[src/hdl/csvf_pkg.sv]
// Shared widths, constants, types and fixed-point helpers of the SVF cascade.
package csvf_pkg;

   localparam int SAMPLE_W = 24;
   localparam int COEF_W   = 24;
   localparam int STATE_W  = 32;
   localparam int K_W      = 25;
   localparam int U_W      = 40;
   localparam int MUL_A_W  = 33;
   localparam int MUL_B_W  = 26;
   localparam int PROD_W   = 59;
   localparam int RND_W    = PROD_W - 20;
   localparam int ACC_W    = 64;
   localparam int PADDR_W  = 3;
   localparam int PDATA_W  = 32;

   localparam logic [K_W-1:0]    TWO_THIRDS_Q20 = 25'd699051;
   localparam logic [COEF_W-1:0] COEF_G_RST     = 24'd1048576;
   localparam logic [COEF_W-1:0] COEF_H_RST     = 24'd3145728;

   localparam logic signed [ACC_W-1:0] SAT_HI = 64'sh0000_0000_7FFF_FFFF;
   localparam logic signed [ACC_W-1:0] SAT_LO = 64'shFFFF_FFFF_8000_0000;
   localparam logic signed [ACC_W-1:0] HALF_Q23 = 64'sh0000_0000_0040_0000;
   localparam logic signed [PROD_W-1:0] HALF_Q20 = 59'sh0_0000_0000_0008_0000;

   typedef enum logic {
      REG_COEF_G = 1'b0,
      REG_COEF_H = 1'b1
   } csr_reg_type;

   typedef struct packed {
      logic                      en;
      logic signed [STATE_W-1:0] one;
      logic signed [STATE_W-1:0] two;
   } integ_wr_type;

   // Round half up, then drop 20 fraction bits.
   function automatic logic signed [RND_W-1:0] rnd20(input logic signed [PROD_W-1:0] p);
      logic signed [PROD_W-1:0] t;
      t = p + HALF_Q20;
      return t[PROD_W-1:20];
   endfunction

   function automatic logic signed [ACC_W-1:0] sext_rnd(input logic signed [RND_W-1:0] v);
      return {{(ACC_W-RND_W){v[RND_W-1]}}, v};
   endfunction

   function automatic logic signed [ACC_W-1:0] sext_st(input logic signed [STATE_W-1:0] v);
      return {{(ACC_W-STATE_W){v[STATE_W-1]}}, v};
   endfunction

   function automatic logic signed [STATE_W-1:0] sat32(input logic signed [ACC_W-1:0] v);
      logic signed [STATE_W-1:0] r;
      if (v > SAT_HI) begin
         r = SAT_HI[STATE_W-1:0];
      end else if (v < SAT_LO) begin
         r = SAT_LO[STATE_W-1:0];
      end else begin
         r = v[STATE_W-1:0];
      end
      return r;
   endfunction

   function automatic logic signed [SAMPLE_W-1:0] sat24(input logic signed [STATE_W-1:0] v);
      logic signed [SAMPLE_W-1:0] r;
      if (v > 32'sd8388607) begin
         r = 24'sh7FFFFF;
      end else if (v < -32'sd8388608) begin
         r = 24'sh800000;
      end else begin
         r = v[SAMPLE_W-1:0];
      end
      return r;
   endfunction

endpackage

[src/hdl/csvf_integ_mem.sv]
// Integrator store: two state words per stage and channel, with per-entry valid bits.
module csvf_integ_mem
   import csvf_pkg::*;
#(
   parameter int DEPTH = 8,
   parameter int AW    = 3
) (
   input  logic                      clock,
   input  logic                      reset,
   input  integ_wr_type              wr,
   input  logic [AW-1:0]             wr_addr,
   input  logic                      rd_en,
   input  logic [AW-1:0]             rd_addr,
   output logic signed [STATE_W-1:0] rd_one,
   output logic signed [STATE_W-1:0] rd_two
);

   logic [STATE_W-1:0] mem_one [DEPTH];
   logic [STATE_W-1:0] mem_two [DEPTH];
   logic [DEPTH-1:0]   vld_ff;
   logic [STATE_W-1:0] rd_one_ff;
   logic [STATE_W-1:0] rd_two_ff;
   logic               rd_vld_ff;

   always_ff @(posedge clock) begin
      if (wr.en) begin
         mem_one[wr_addr] <= wr.one;
         mem_two[wr_addr] <= wr.two;
      end
      if (rd_en) begin
         rd_one_ff <= mem_one[rd_addr];
         rd_two_ff <= mem_two[rd_addr];
      end
   end

   // Entries never written read as zero.
   always_ff @(posedge clock) begin
      if (reset) begin
         vld_ff    <= '0;
         rd_vld_ff <= 1'b0;
      end else begin
         if (wr.en) begin
            vld_ff[wr_addr] <= 1'b1;
         end
         if (rd_en) begin
            rd_vld_ff <= vld_ff[rd_addr];
         end
      end
   end

   assign rd_one = rd_vld_ff ? $signed(rd_one_ff) : '0;
   assign rd_two = rd_vld_ff ? $signed(rd_two_ff) : '0;

endmodule

[config.mk]
export PLATFORM = sky130hd
export DESIGN_NAME = csvf_integ_mem
export DESIGN_NICKNAME = d
export VERILOG_FILES = /design/src/hdl/csvf_pkg.sv /design/src/hdl/csvf_integ_mem.sv
export SDC_FILE = /design/constraint.sdc
export NUM_CORES = 1
export LEC_CHECK = 0
export BUFFER_PORTS_ARGS = -buffer_cell sky130_fd_sc_hd__buf_2
export CAP_MARGIN = 25
export CORE_MARGIN = 5
export CORE_UTILIZATION = 42
export CTS_CLUSTER_DIAMETER = 150
export DETAILED_ROUTE_END_ITERATION = 8
export SLEW_MARGIN = 5
export SYNTH_ARGS = -nofsm -noshare
export SYNTH_HDL_FRONTEND = slang
export SYNTH_SLANG_ARGS = --single-unit
export TNS_END_PERCENT = 5
[constraint.sdc]
create_clock -name clock -period 7.84 [get_ports clock]
set_clock_uncertainty 0.1 [all_clocks]
set_input_delay 0.784 -clock clock [delete_from_list [all_inputs] [get_ports clock]]
set_output_delay 0.784 -clock clock [all_outputs]
set_load 0.05 [all_outputs]
# After elaboration in Yosys (flattened, before gate mapping)
# Memories as Yosys holds them, arrays and structs flattened. A register that Yosys moved wholly into a read port is not among the register bits.
# Cells that the tools add are included.
# W data, S select, Z words.
[totals]
in_bits = 74
wordCells = 17
n_memories = 2
ramBits = 512
regBits = 9
output_inout_bits = 64
[classes]
n_bitwise = 1
n_reduce_logical = 1
n_lt_le_gt_ge = 3
n_mux = 8
[mem_list]
columns = ["name", "words", "word_bits", "read_ports", "rd_ports_with_merged_regs", "wr", "line", "source"]
rows = [
  ["mem_one", 8, 32, 1, 1, 1, "csvf_integ_mem.sv:18", "logic [STATE_W-1:0] mem_one [DEPTH];"],
  ["mem_two", 8, 32, 1, 1, 1, "csvf_integ_mem.sv:19", "logic [STATE_W-1:0] mem_two [DEPTH];"],
]
[op_table]
columns = ["operator", "count"]
rows = [
  ["$mux W32", 2],
  ["$lt A3 B4 Y1 const B", 2],
  ["$or A8 B8 Y8", 1],
  ["$mux W1", 4],
  ["$bmux W1 S3", 1],
  ["$demux W1 S3", 1],
  ["$ge A3 B1 Y1 const B", 1],
  ["$logic_and A1 B1 Y1", 1],
]

# Logic depth before layout (Yosys ltp)
# Gate-level depths: netlist of run 1.
[logic_depth]
depth_word = 5
ltp_mapped = 5
depth_no_buf = 3

# Least setup slack after synthesis of run 1
# OpenSTA, ideal clock, no wires.
[synth_path]
path_kind = "input port to flip-flop"
from = "in wr_addr[0]"
to = "mem mem_one[0][0], enable pin"
setup_ps = 673
arrival_ps = 7571
path_buffers = 0
cell_stages = 1
setup_slack_ps = -504
t_required_ps = 7067
path_cell_list = "nor4b_1"
[synth_rtl]
columns = ["element", "line", "source"]
rows = [
  ["start, declared", "csvf_integ_mem.sv:11", "input logic [AW-1:0] wr_addr,"],
  ["end, declared", "csvf_integ_mem.sv:18", ""],
]
# Straight into the memory's write port.

# Final worst setup path of run 1
[layout_path]
from = "reg rd_vld_ff"
to = "out rd_one[19]"
[layout_via]
elab_chain_cells = 1
[layout_rtl]
columns = ["element", "line", "source"]
rows = [
  ["start, declared", "csvf_integ_mem.sv:23", "logic rd_vld_ff;"],
  ["start signal, assigned", "csvf_integ_mem.sv:46", "rd_vld_ff <= vld_ff[rd_addr];"],
  ["$mux W32", "csvf_integ_mem.sv:51", "assign rd_one = rd_vld_ff ? $signed(rd_one_ff) : '0;"],
  ["end, declared", "csvf_integ_mem.sv:14", "output logic signed [STATE_W-1:0] rd_one,"],
]
# No other way between the ends.

==> results of run 1 <==
-- routing by layer --
layer  part of all wire [%]  routed length, microns  up-vias  GRT usage [%]
li1                       -                       -     4177              -
met1                     42                   18800     5093           20.8
met2                     52                   22800      160           26.9
met3                    4.2                    1880       67           3.38
met4                    1.6                     709        8           3.22
met5                   0.12                      53        -              0
-- cells in the mapped netlist --
| cell | count | share of area, % |
|---|---|---|
| clkbuf_1 | 16 | 0.27 |
| mux4_2 | 129 | 13 |
| and4b_1 | 2 | 0.091 |
| a211oi_1 | 1 | 0.034 |
| o21ba_2 | 3 | 0.14 |
| and2_1 | 64 | 1.8 |
| nand2_1 | 2 | 0.034 |
| nor4b_1 | 1 | 0.040 |
| dfxtp_1 | 9 | 0.82 |
| nor3_1 | 1 | 0.023 |
| mux2i_1 | 4 | 0.18 |
| nor3b_1 | 1 | 0.034 |
| nor2_1 | 12 | 0.21 |
| mux2_2 | 64 | 3.3 |
| buf_1 | 11 | 0.19 |
| edfxtp_1 | 576 | 79 |
| buf_6 | 10 | 0.51 |
| buf_2 | 7 | 0.16 |
| nor4bb_1 | 2 | 0.091 |
-- state kept, by name (all words and copies together), names as in the netlist --
register   cells
mem_one      256
rd_vld_ff      1
mem_two      256
vld_ff         8
rd_one_ff     32
rd_two_ff     32
-- cells by family (layout without fill, tap and decap cells) --
logic type | after synthesis | after routing
muxes | 197 | 197
AOI/OAI and AO/OA | 4 | 4
buffers and inverters | 44 | 259
DFF | 585 | 585
other | 0 | 2
and+or+nand+nor | 85 | 85
-- area by class of cell --
type / instances / area share, %
Multi-Input combinational cell: 286 / 17.0
Timing Repair Buffer: 157 / 3.48
Antenna cell: 2 / 0.0198
Clock buffer: 79 / 6.44
Sequential cell: 585 / 69.3
Tap cell: 680 / 3.37
Clock inverter: 23 / 0.451
-- through the flow --
step	util, %	std cells	hold WS, ns	instance area, sq um
3_3_place_gp	45.6	1707	0.350	23500
5_1_grt	49.0	1810	0.326	25200
2_1_floorplan	-	915	0.340	21900
6_report	49.0	1812	0.347	25200
3_5_place_dp	45.6	1707	0.360	23500
4_1_cts	48.9	1809	0.313	25200
-- power by group --
part | total [mW] | internal (mW) | switching (mW) | leakage (nW)
logic | 0.367 | 0.151 | 0.215 | 2.11
clock network | 2.53 | 1.44 | 1.09 | 0.857
registers | 3.60 | 3.57 | 0.0291 | 5.35
-- worst register-to-register path, stage by stage, from the launching register on --
cell and delay, ns:
dfxtp_2 0.62, buf_4 0.56, nor2_1 0.11, a211oi_1 0.23
-- worst paths after layout --
kind	endpoint	slack [ns]	cells past startpoint
worst max-delay path	rd_one[19]	4.58	3
worst min register to register	vld_ff[2]	0.37	2
worst min-delay path	vld_ff[5]	0.35	2
worst max register to register	rd_vld_ff	6.13	3
==> flow_summary.toml, run 1 <==
[worst_setup_path]
arrival_ns = 2.37
slowest_delay_ns = 0.62
critPathLaunchType = "register"
worstPathRequired_ns = 6.96
critical_path.top_delay_family = "buffers and inverters"
r2r_start = "rd_vld_ff"
endpoint_kind = "primary output"
crit_type = "reg -> out"
crit_path_max_fanout = 41
crit_buf_inv = 2
critPathLaunch = "rd_vld_ff"
crit_chain = "buf_4 -> and2_1 -> buf_2"
cpMaxStageDelayCell = "dfxtp_2"

[global_route]
grt_max_degree = 83
antenna_found_initial = 7
first_global_vias = 10400
grt-ovfl-total = 0
grt_pass1_wl_mm = 66.4
grt_usage_pct = 15.6

[synth]
synth_top_family_by_area = "multiplexers"
yosysSeqAreaShare_pct = 79.6
synth-simple-area-share_pct = 2.34
synth_compound_area_share_pct = 0.171
synthAdderAreaFrac_pct = 0
syn_area_per_cell_sq_um = 24.0
synth_cell_types = 19
ys_ff_latch = 585
synth_cells = 915
syn-num-nets = 989
synthXorXnorAreaFrac_pct = 0
synthMuxAreaShare_pct = 16.7
synth.yosys.warnings = 0
netlist_area_sq_mm = 0.0219

[clock_network]
cts_setup_buffers = 0
cts_buffers = 57
cts_tree = "built"
root_buffer = "clkbuf_16"
clockBufferDepth = 3
ctsResizeCount = 0
hold_buffers = 0
clkLatencyLatePin_ns = 0.60
cts.clk_slew.worst_paths_ns = 0.06
h-tree-depth = 2
cts_num_sinks = 585

[power_and_ir_drop]
power_density_mw_per_mm2 = 257
power.leakage_nw = 8.31
ir_worst_vdd_mv = 0.177
total_power_mw = 6.49

[run_status]
status = "completed"

[sta]
tightest_slew_ns = 1.01
rsz0062_at_grt = "false"
hold_viol = 0
post-route-period-util_pct = 41.6
tns_ns = 0
setup_viol = 0
min_period_ns = 3.26
slew_headroom_pct = 32.7
fmax_mhz = 307
setup_slack_ns = 4.58
slew_violations = 0

[detailed_routing]
dr.pass1.iters = 4
drc = 0
ant_nets = 0
num_vias = 9505
viasPerCell = 5.25
initialDrtViolationCount = 647
drt_wl_total_mm = 44.2
wire_per_inst_microns = 24.4

[floorplan]
die_width_microns = 239
pin_count = 138
die_h_microns = 239
dieArea_sq_mm = 0.0569
coreArea_sq_mm = 0.0515
num_rows = 83
start_util_pct = 42.6

[layout]
multiInputGateArea_sq_mm = 0.00429
synthToLayoutAreaGrowth_pct = 15.0
final_nets = 1161
final_common_cell = "edfxtp_1"
final_cell_mix = "576 x edfxtp_1, 133 x buf_2, 129 x mux4_2"
fillers = 4206
drive_above_1_share_pct = 38.9
seq_area_sq_mm = 0.0175

[place]
gp_congestion = 0.681
dp_slack_ns = 3.96
hpwlAfterDp_mm = 23.1
io_buffers = 137

[hold_path]
hp-start = "reset"
hp-class = "in -> reg"

[flow_run]
cap_violations = 0
No activity file was read; power rests on OpenSTA's default activity.
==> run 2: changes to the inputs <==
clock period = 2.8 ns   (was 7.84 ns; I/O delays follow)
==> run 2 against run 1 <==
- clock power grew to 3.0 times the previous value
- non-clock buffer count is 82 higher
- clock-buffer cell count grew 1
- critical endpoint is now rd_one[16]
- largest cell class unchanged
- largest power group unchanged
- highest routed layer is now met4
==> flow_summary.toml, run 2 (synthesis results as in run 1) <==
[floorplan]
die_width_microns = 239
die_h_microns = 239
coreArea_sq_mm = 0.0515
num_rows = 83
dieArea_sq_mm = 0.0569
pin_count = 138
start_util_pct = 42.6

[sta]
post-route-period-util_pct = 88.4
rsz0062_at_grt = "false"
fmax_mhz = 404
tns_ns = 0
setup_viol = 0
tightest_slew_ns = 0.698
slew_headroom_pct = 53.4
hold_viol = 0
setup_slack_ns = 0.326
slew_violations = 0
min_period_ns = 2.47

[clock_network]
cts_buffers = 59
hold_buffers = 66
h-tree-depth = 2
cts_tree = "built"
cts_setup_buffers = 0
clockBufferDepth = 3
root_buffer = "clkbuf_16"
clkLatencyLatePin_ns = 0.60
cts_num_sinks = 585
ctsResizeCount = 0
cts.clk_slew.worst_paths_ns = 0.06

[hold_path]
hp-start = "wr[64]"
hp-class = "in -> reg"
whs_path_depth = 2
hold_end = "mem_one[0][6]"

[worst_setup_path]
ff2ff_setup_slack_ns = 1.30
r2r_start = "mem_one[6][9]"
endpoint_kind = "primary output"
crit_type = "reg -> out"
arrival_ns = 2.09
cpMaxStageDelayCell = "dfxtp_2"
slowest_delay_ns = 0.63
critPathLaunchType = "register"
crit_path_max_fanout = 31
worstPathRequired_ns = 2.42
worstRegToRegCells = 2
crit_chain = "buf_12 -> and2_1 -> buf_2"
r2r-end = "rd_one_ff[9]"

[power_and_ir_drop]
power_density_mw_per_mm2 = 713
ir_worst_vdd_mv = 0.453
power.leakage_nw = 8.80

[place]
dpl_cell_area_sq_mm = 0.0239
gp_congestion = 0.678
io_buffers = 137
dp_slack_ns = 0.633
hpwlAfterDp_mm = 24.3

[detailed_routing]
drc = 0
num_vias = 9930
drt_wl_total_mm = 45.2
initialDrtViolationCount = 749
viasPerCell = 5.23
wire_per_inst_microns = 23.8
dr.pass1.iters = 4
ant_nets = 0

[global_route]
grt_pass1_wl_mm = 68.9
first_global_vias = 10700
grt-ovfl-total = 0
grt_max_degree = 66
antenna_found_initial = 3
grt_usage_pct = 16.1

[run_status]
status = "completed"

[layout]
reg_top3 = "mem_one x256, mem_two x256"
final_nets = 1245
final_cell_mix = "576 x edfxtp_1, 133 x buf_2, 129 x mux4_2"
fin_area_sq_mm = 0.0264
synthToLayoutAreaGrowth_pct = 20.4
seq_area_sq_mm = 0.0175
fin_util_pct = 51.3
drive_above_1_share_pct = 37.3
fillers = 4129
multiInputGateArea_sq_mm = 0.00430
final_common_cell = "edfxtp_1"

[flow_run]
cap_violations = 0
run 2: cell types whose count changed in the layout (fill, tap and decap cells not counted), sizes merged:
cell	delta
bufinv	+6
buf	+16
dlygate4sd3	+66
diode	+1
clkbuf	+1
inv	-1
clkinv	-1
run 2: stage by stage:
stage	cells	hold WS, ns	power, mW
after floorplan	915	0.276	10.9
after detailed placement	1724	0.359	11.4
after global routing	1899	0.0359	19.6
after global placement	1724	0.351	11.3
final	1900	0.0733	18.9
after CTS	1897	0.0236	19.1
run 2: worst max-delay path: cells and delay by family, from the launching register on:
kind	cells	cell delay [ns]
buffers and inverters	2	0.59
and+or+nand+nor	1	0.27
DFF	1	0.63
run 2: cell type report:
class                   count  area share (%)
multi-input cells         286            16.3
flip-flops and latches    585            66.1
clock inverters            27            1.06
well taps                 680            3.22
repair buffers            239            7.24
diodes                      3          0.0284
clock buffers              80            6.05
run 2: where the power goes:
| group | switching [mW] | internal, mW | total (mW) |
|---|---|---|---|
| combinational | 0.641 | 0.521 | 1.16 |
| clock | 3.11 | 4.52 | 7.63 |
| sequential | 0.0797 | 9.99 | 10.1 |
run 2: metal layers:
layer / global-route usage [%] / up-vias / wire length (microns)
met4: 3.34 / 0 / 686
met3: 3.32 / 59 / 2190
met5: 0 / - / 0
li1: - / 4353 / -
met2: 26.9 / 218 / 22700
met1: 22.4 / 5300 / 19600
run 2: worst max-delay path by stage:
stage                          start            end  slack, ns  cells after the start
after floorplan           wr_addr[0]  mem_one[3][0]      -0.67                      2
after global placement    rd_addr[0]  rd_two_ff[20]       0.64                      4
after detailed placement  rd_addr[0]  rd_two_ff[17]       0.63                      4
after CTS                  rd_vld_ff     rd_one[16]       0.23                      3
after global routing       rd_vld_ff     rd_one[16]       0.20                      3
final                      rd_vld_ff     rd_one[16]       0.33                      3
==> run 3: changes to the inputs <==
--- a/config.mk
+++ b/config.mk
@@ -7,2 +7,3 @@
 export LEC_CHECK = 0
+export ABC_AREA = 1
 export BUFFER_PORTS_ARGS = -buffer_cell sky130_fd_sc_hd__buf_2
==> constraint.sdc (replaced) <==
create_clock -name clock -period 2.8 [get_ports clock]
set_clock_uncertainty 0.1 [all_clocks]
set_input_delay 0.14 -clock clock [delete_from_list [all_inputs] [get_ports clock]]
set_output_delay 0.14 -clock clock [all_outputs]
set_load 0.05 [all_outputs]
==> run 3 against run 2 <==
- sequential power about the same
- first-iteration DRC count up 40%
- global-route usage up 1.1 points
- area after synthesis up 2.7%
- critical endpoint is now rd_one[30]
- highest routed layer is now met5
==> flow_summary.toml, run 3 <==
[synth]
synth_top_area_share_pct = 76.8
netlist_area_sq_mm = 0.0225
syn_area_per_cell_sq_um = 13.1
yosysTopAreaCell = "edfxtp_1"
synth_ff_type = "edfxtp_1"
synth_most_common_cell = "edfxtp_1"
ys_top_cells_by_count = "576 x edfxtp_1, 283 x nor2_1, 268 x nand2_1"
yosys-top-cells-area = "edfxtp_1 77%, o21ai_0 5.4%, nor2_1 4.7%"
syn-num-nets = 1789
yosysSeqAreaShare_pct = 77.6
synthArstFlopShare_pct = 0
synth_cell_types = 16
synth.yosys.warnings = 0
synth_cells = 1715
ys_ff_latch = 585
synth_edf_count = 576

[run_status]
status = "completed"

[power_and_ir_drop]
clkPwrFrac_pct = 38.2
pwr-share-comb_pct = 7.1
power_density_mw_per_mm2 = 696
p_switching_mw = 4.10
intPower_mw = 14.3
ir_worst_vdd_mv = 0.531
total_power_mw = 18.4
switching_share_pct = 22.3
p_seq_share_pct = 54.7
power.leakage_nw = 9.62

[sta]
fmax_mhz = 483
setup_viol = 0
setup_slack_ns = 0.729
tightest_slew_ns = 0.717
slew_violations = 0
post-route-period-util_pct = 74.0
hold_viol = 0
min_period_ns = 2.07
rsz0062_at_grt = "false"
slew_headroom_pct = 52.2

[global_route]
use_met3_pct = 2.74
antenna_found_initial = 3
grtUsageMet1_pct = 22.1
grt_usage_pct = 17.2
grtUsageMet2_pct = 30.6
grt-ovfl-total = 0
first_global_vias = 13800
grt_pass1_wl_mm = 79.6
grt_max_degree = 105
busiest_layer = "met2"

[detailed_routing]
drt_wl_total_mm = 51.7
wire_per_inst_microns = 19.6
ant_nets = 0
dr.pass1.iters = 6
num_vias = 13700
drc = 0
initialDrtViolationCount = 1052
viasPerCell = 5.17

[layout]
final_nets = 1976
fillers = 4565
drive_above_1_share_pct = 13.1
synthToLayoutAreaGrowth_pct = 17.3
final_cell_mix = "576 x edfxtp_1, 275 x nor2_1, 268 x nand2_1"
final_common_cell = "edfxtp_1"
reg_top3 = "mem_one x256, mem_two x256"

[worst_setup_path]
critPathLaunch = "rd_vld_ff"
slowest_delay_ns = 0.35
critPathLaunchType = "register"
cpMaxStageDelayCell = "buf_4"
crit_path_max_fanout = 28
arrival_ns = 1.83
crit_type = "reg -> out"
r2r_start = "mem_two[1][15]"
crit_chain = "buf_4 -> nand2_1 -> inv_1 -> buf_2"
endpoint_kind = "primary output"
worstPathRequired_ns = 2.56

[place]
io_buffers = 137
hpwlAfterDp_mm = 25.8
dp_slack_ns = 0.881
gp_congestion = 0.714

[clock_network]
cts_setup_buffers = 0
cts_buffers = 58
clkLatencyLatePin_ns = 0.59
h-tree-depth = 2
cts.clk_slew.worst_paths_ns = 0.06
root_buffer = "clkbuf_16"
clockBufferDepth = 3
cts_tree = "built"
cts_num_sinks = 585

[floorplan]
dieArea_sq_mm = 0.0584
die_h_microns = 242
start_util_pct = 42.6
pin_count = 138
coreArea_sq_mm = 0.0529
die_width_microns = 242
num_rows = 84

[hold_path]
hp-class = "in -> reg"
hp-start = "rd_en"

[flow_run]
cap_violations = 0
[run 3: changes by cell type after synthesis, sizes merged, moves of 80 or more]
cell	before	now
inv	0	80
o22ai	0	128
nand2	2	268
nor2	12	283
mux4	129	0
o21ai	0	256
[run 3: cell type report]
| cell class | instances | area (sq um) | area share [%] |
|---|---|---|---|
| clock buffers | 72 | 1530 | 5.77 |
| multi-input cells | 943 | 4250 | 16.1 |
| repair buffers | 234 | 1800 | 6.82 |
| well taps | 688 | 861 | 3.26 |
| flip-flops and latches | 585 | 17500 | 66.1 |
| diodes | 2 | 5.00 | 0.0189 |
| clock inverters | 37 | 191 | 0.725 |
| inverters | 80 | 307 | 1.16 |
[run 3: cell families (layout without fill, tap and decap cells)]
family / Yosys count / in the layout / share of synthesized area (%)
other cells: 0 / 2 / 0
compound gates: 386 / 386 / 9.30
simple gates: 557 / 557 / 9.32
flops: 585 / 585 / 77.6
buf+inv: 187 / 423 / 3.80
[run 3: final timing paths]
| kind | slack [ns] | depth (start not counted) | to |
|---|---|---|---|
| max | 0.73 | 4 | rd_one[30] |
| min reg2reg | 0.37 | 2 | vld_ff[7] |
| min | 0.04 | 1 | rd_one_ff[9] |
| max reg2reg | 1.65 | 4 | rd_two_ff[15] |
[run 3: what timing repair did]
action                    in CTS  in global routing
resized for setup              0                  0
hold endpoints to repair     522                  0
hold buffers                  66                  0
[run 3: metrics by stage]
step	hold WS, ns	util [%]	setup TNS [ns]	cell area (sq um)	cells
2_1_floorplan	0.133	-	-358.48	22500	1715
3_3_place_gp	0.306	45.5	0	24000	2464
3_5_place_dp	0.312	45.5	0	24000	2464
4_1_cts	0.0151	50.0	0	26400	2639
5_1_grt	0.0299	50.0	0	26400	2640
6_report	0.0367	50.0	0	26400	2641
[run 3: power groups by stage]
stage                     combinational, mW  sequential [mW]  clock (mW)
after floorplan                       0.782             10.2           0
after global routing                   1.45             10.1        7.55
after global placement                 1.22             10.2           0
after detailed placement               1.25             10.3           0
final                                  1.31             10.1        7.02
after CTS                              1.33             10.1        7.19
[run 3: critical path: cells and delay by family, from the launching register on]
| family | cells | cell delay [ns] |
|---|---|---|
| DFF | 1 | 0.32 |
| buffers and inverters | 3 | 0.70 |
| and+or+nand+nor | 1 | 0.20 |
[run 3: metal layers]
layer / part of all wire [%] / routed length (microns)
met2: 51 / 26100
met5: 0.025 / 13
met4: 1.9 / 956
met1: 43 / 22200
met3: 4.5 / 2330
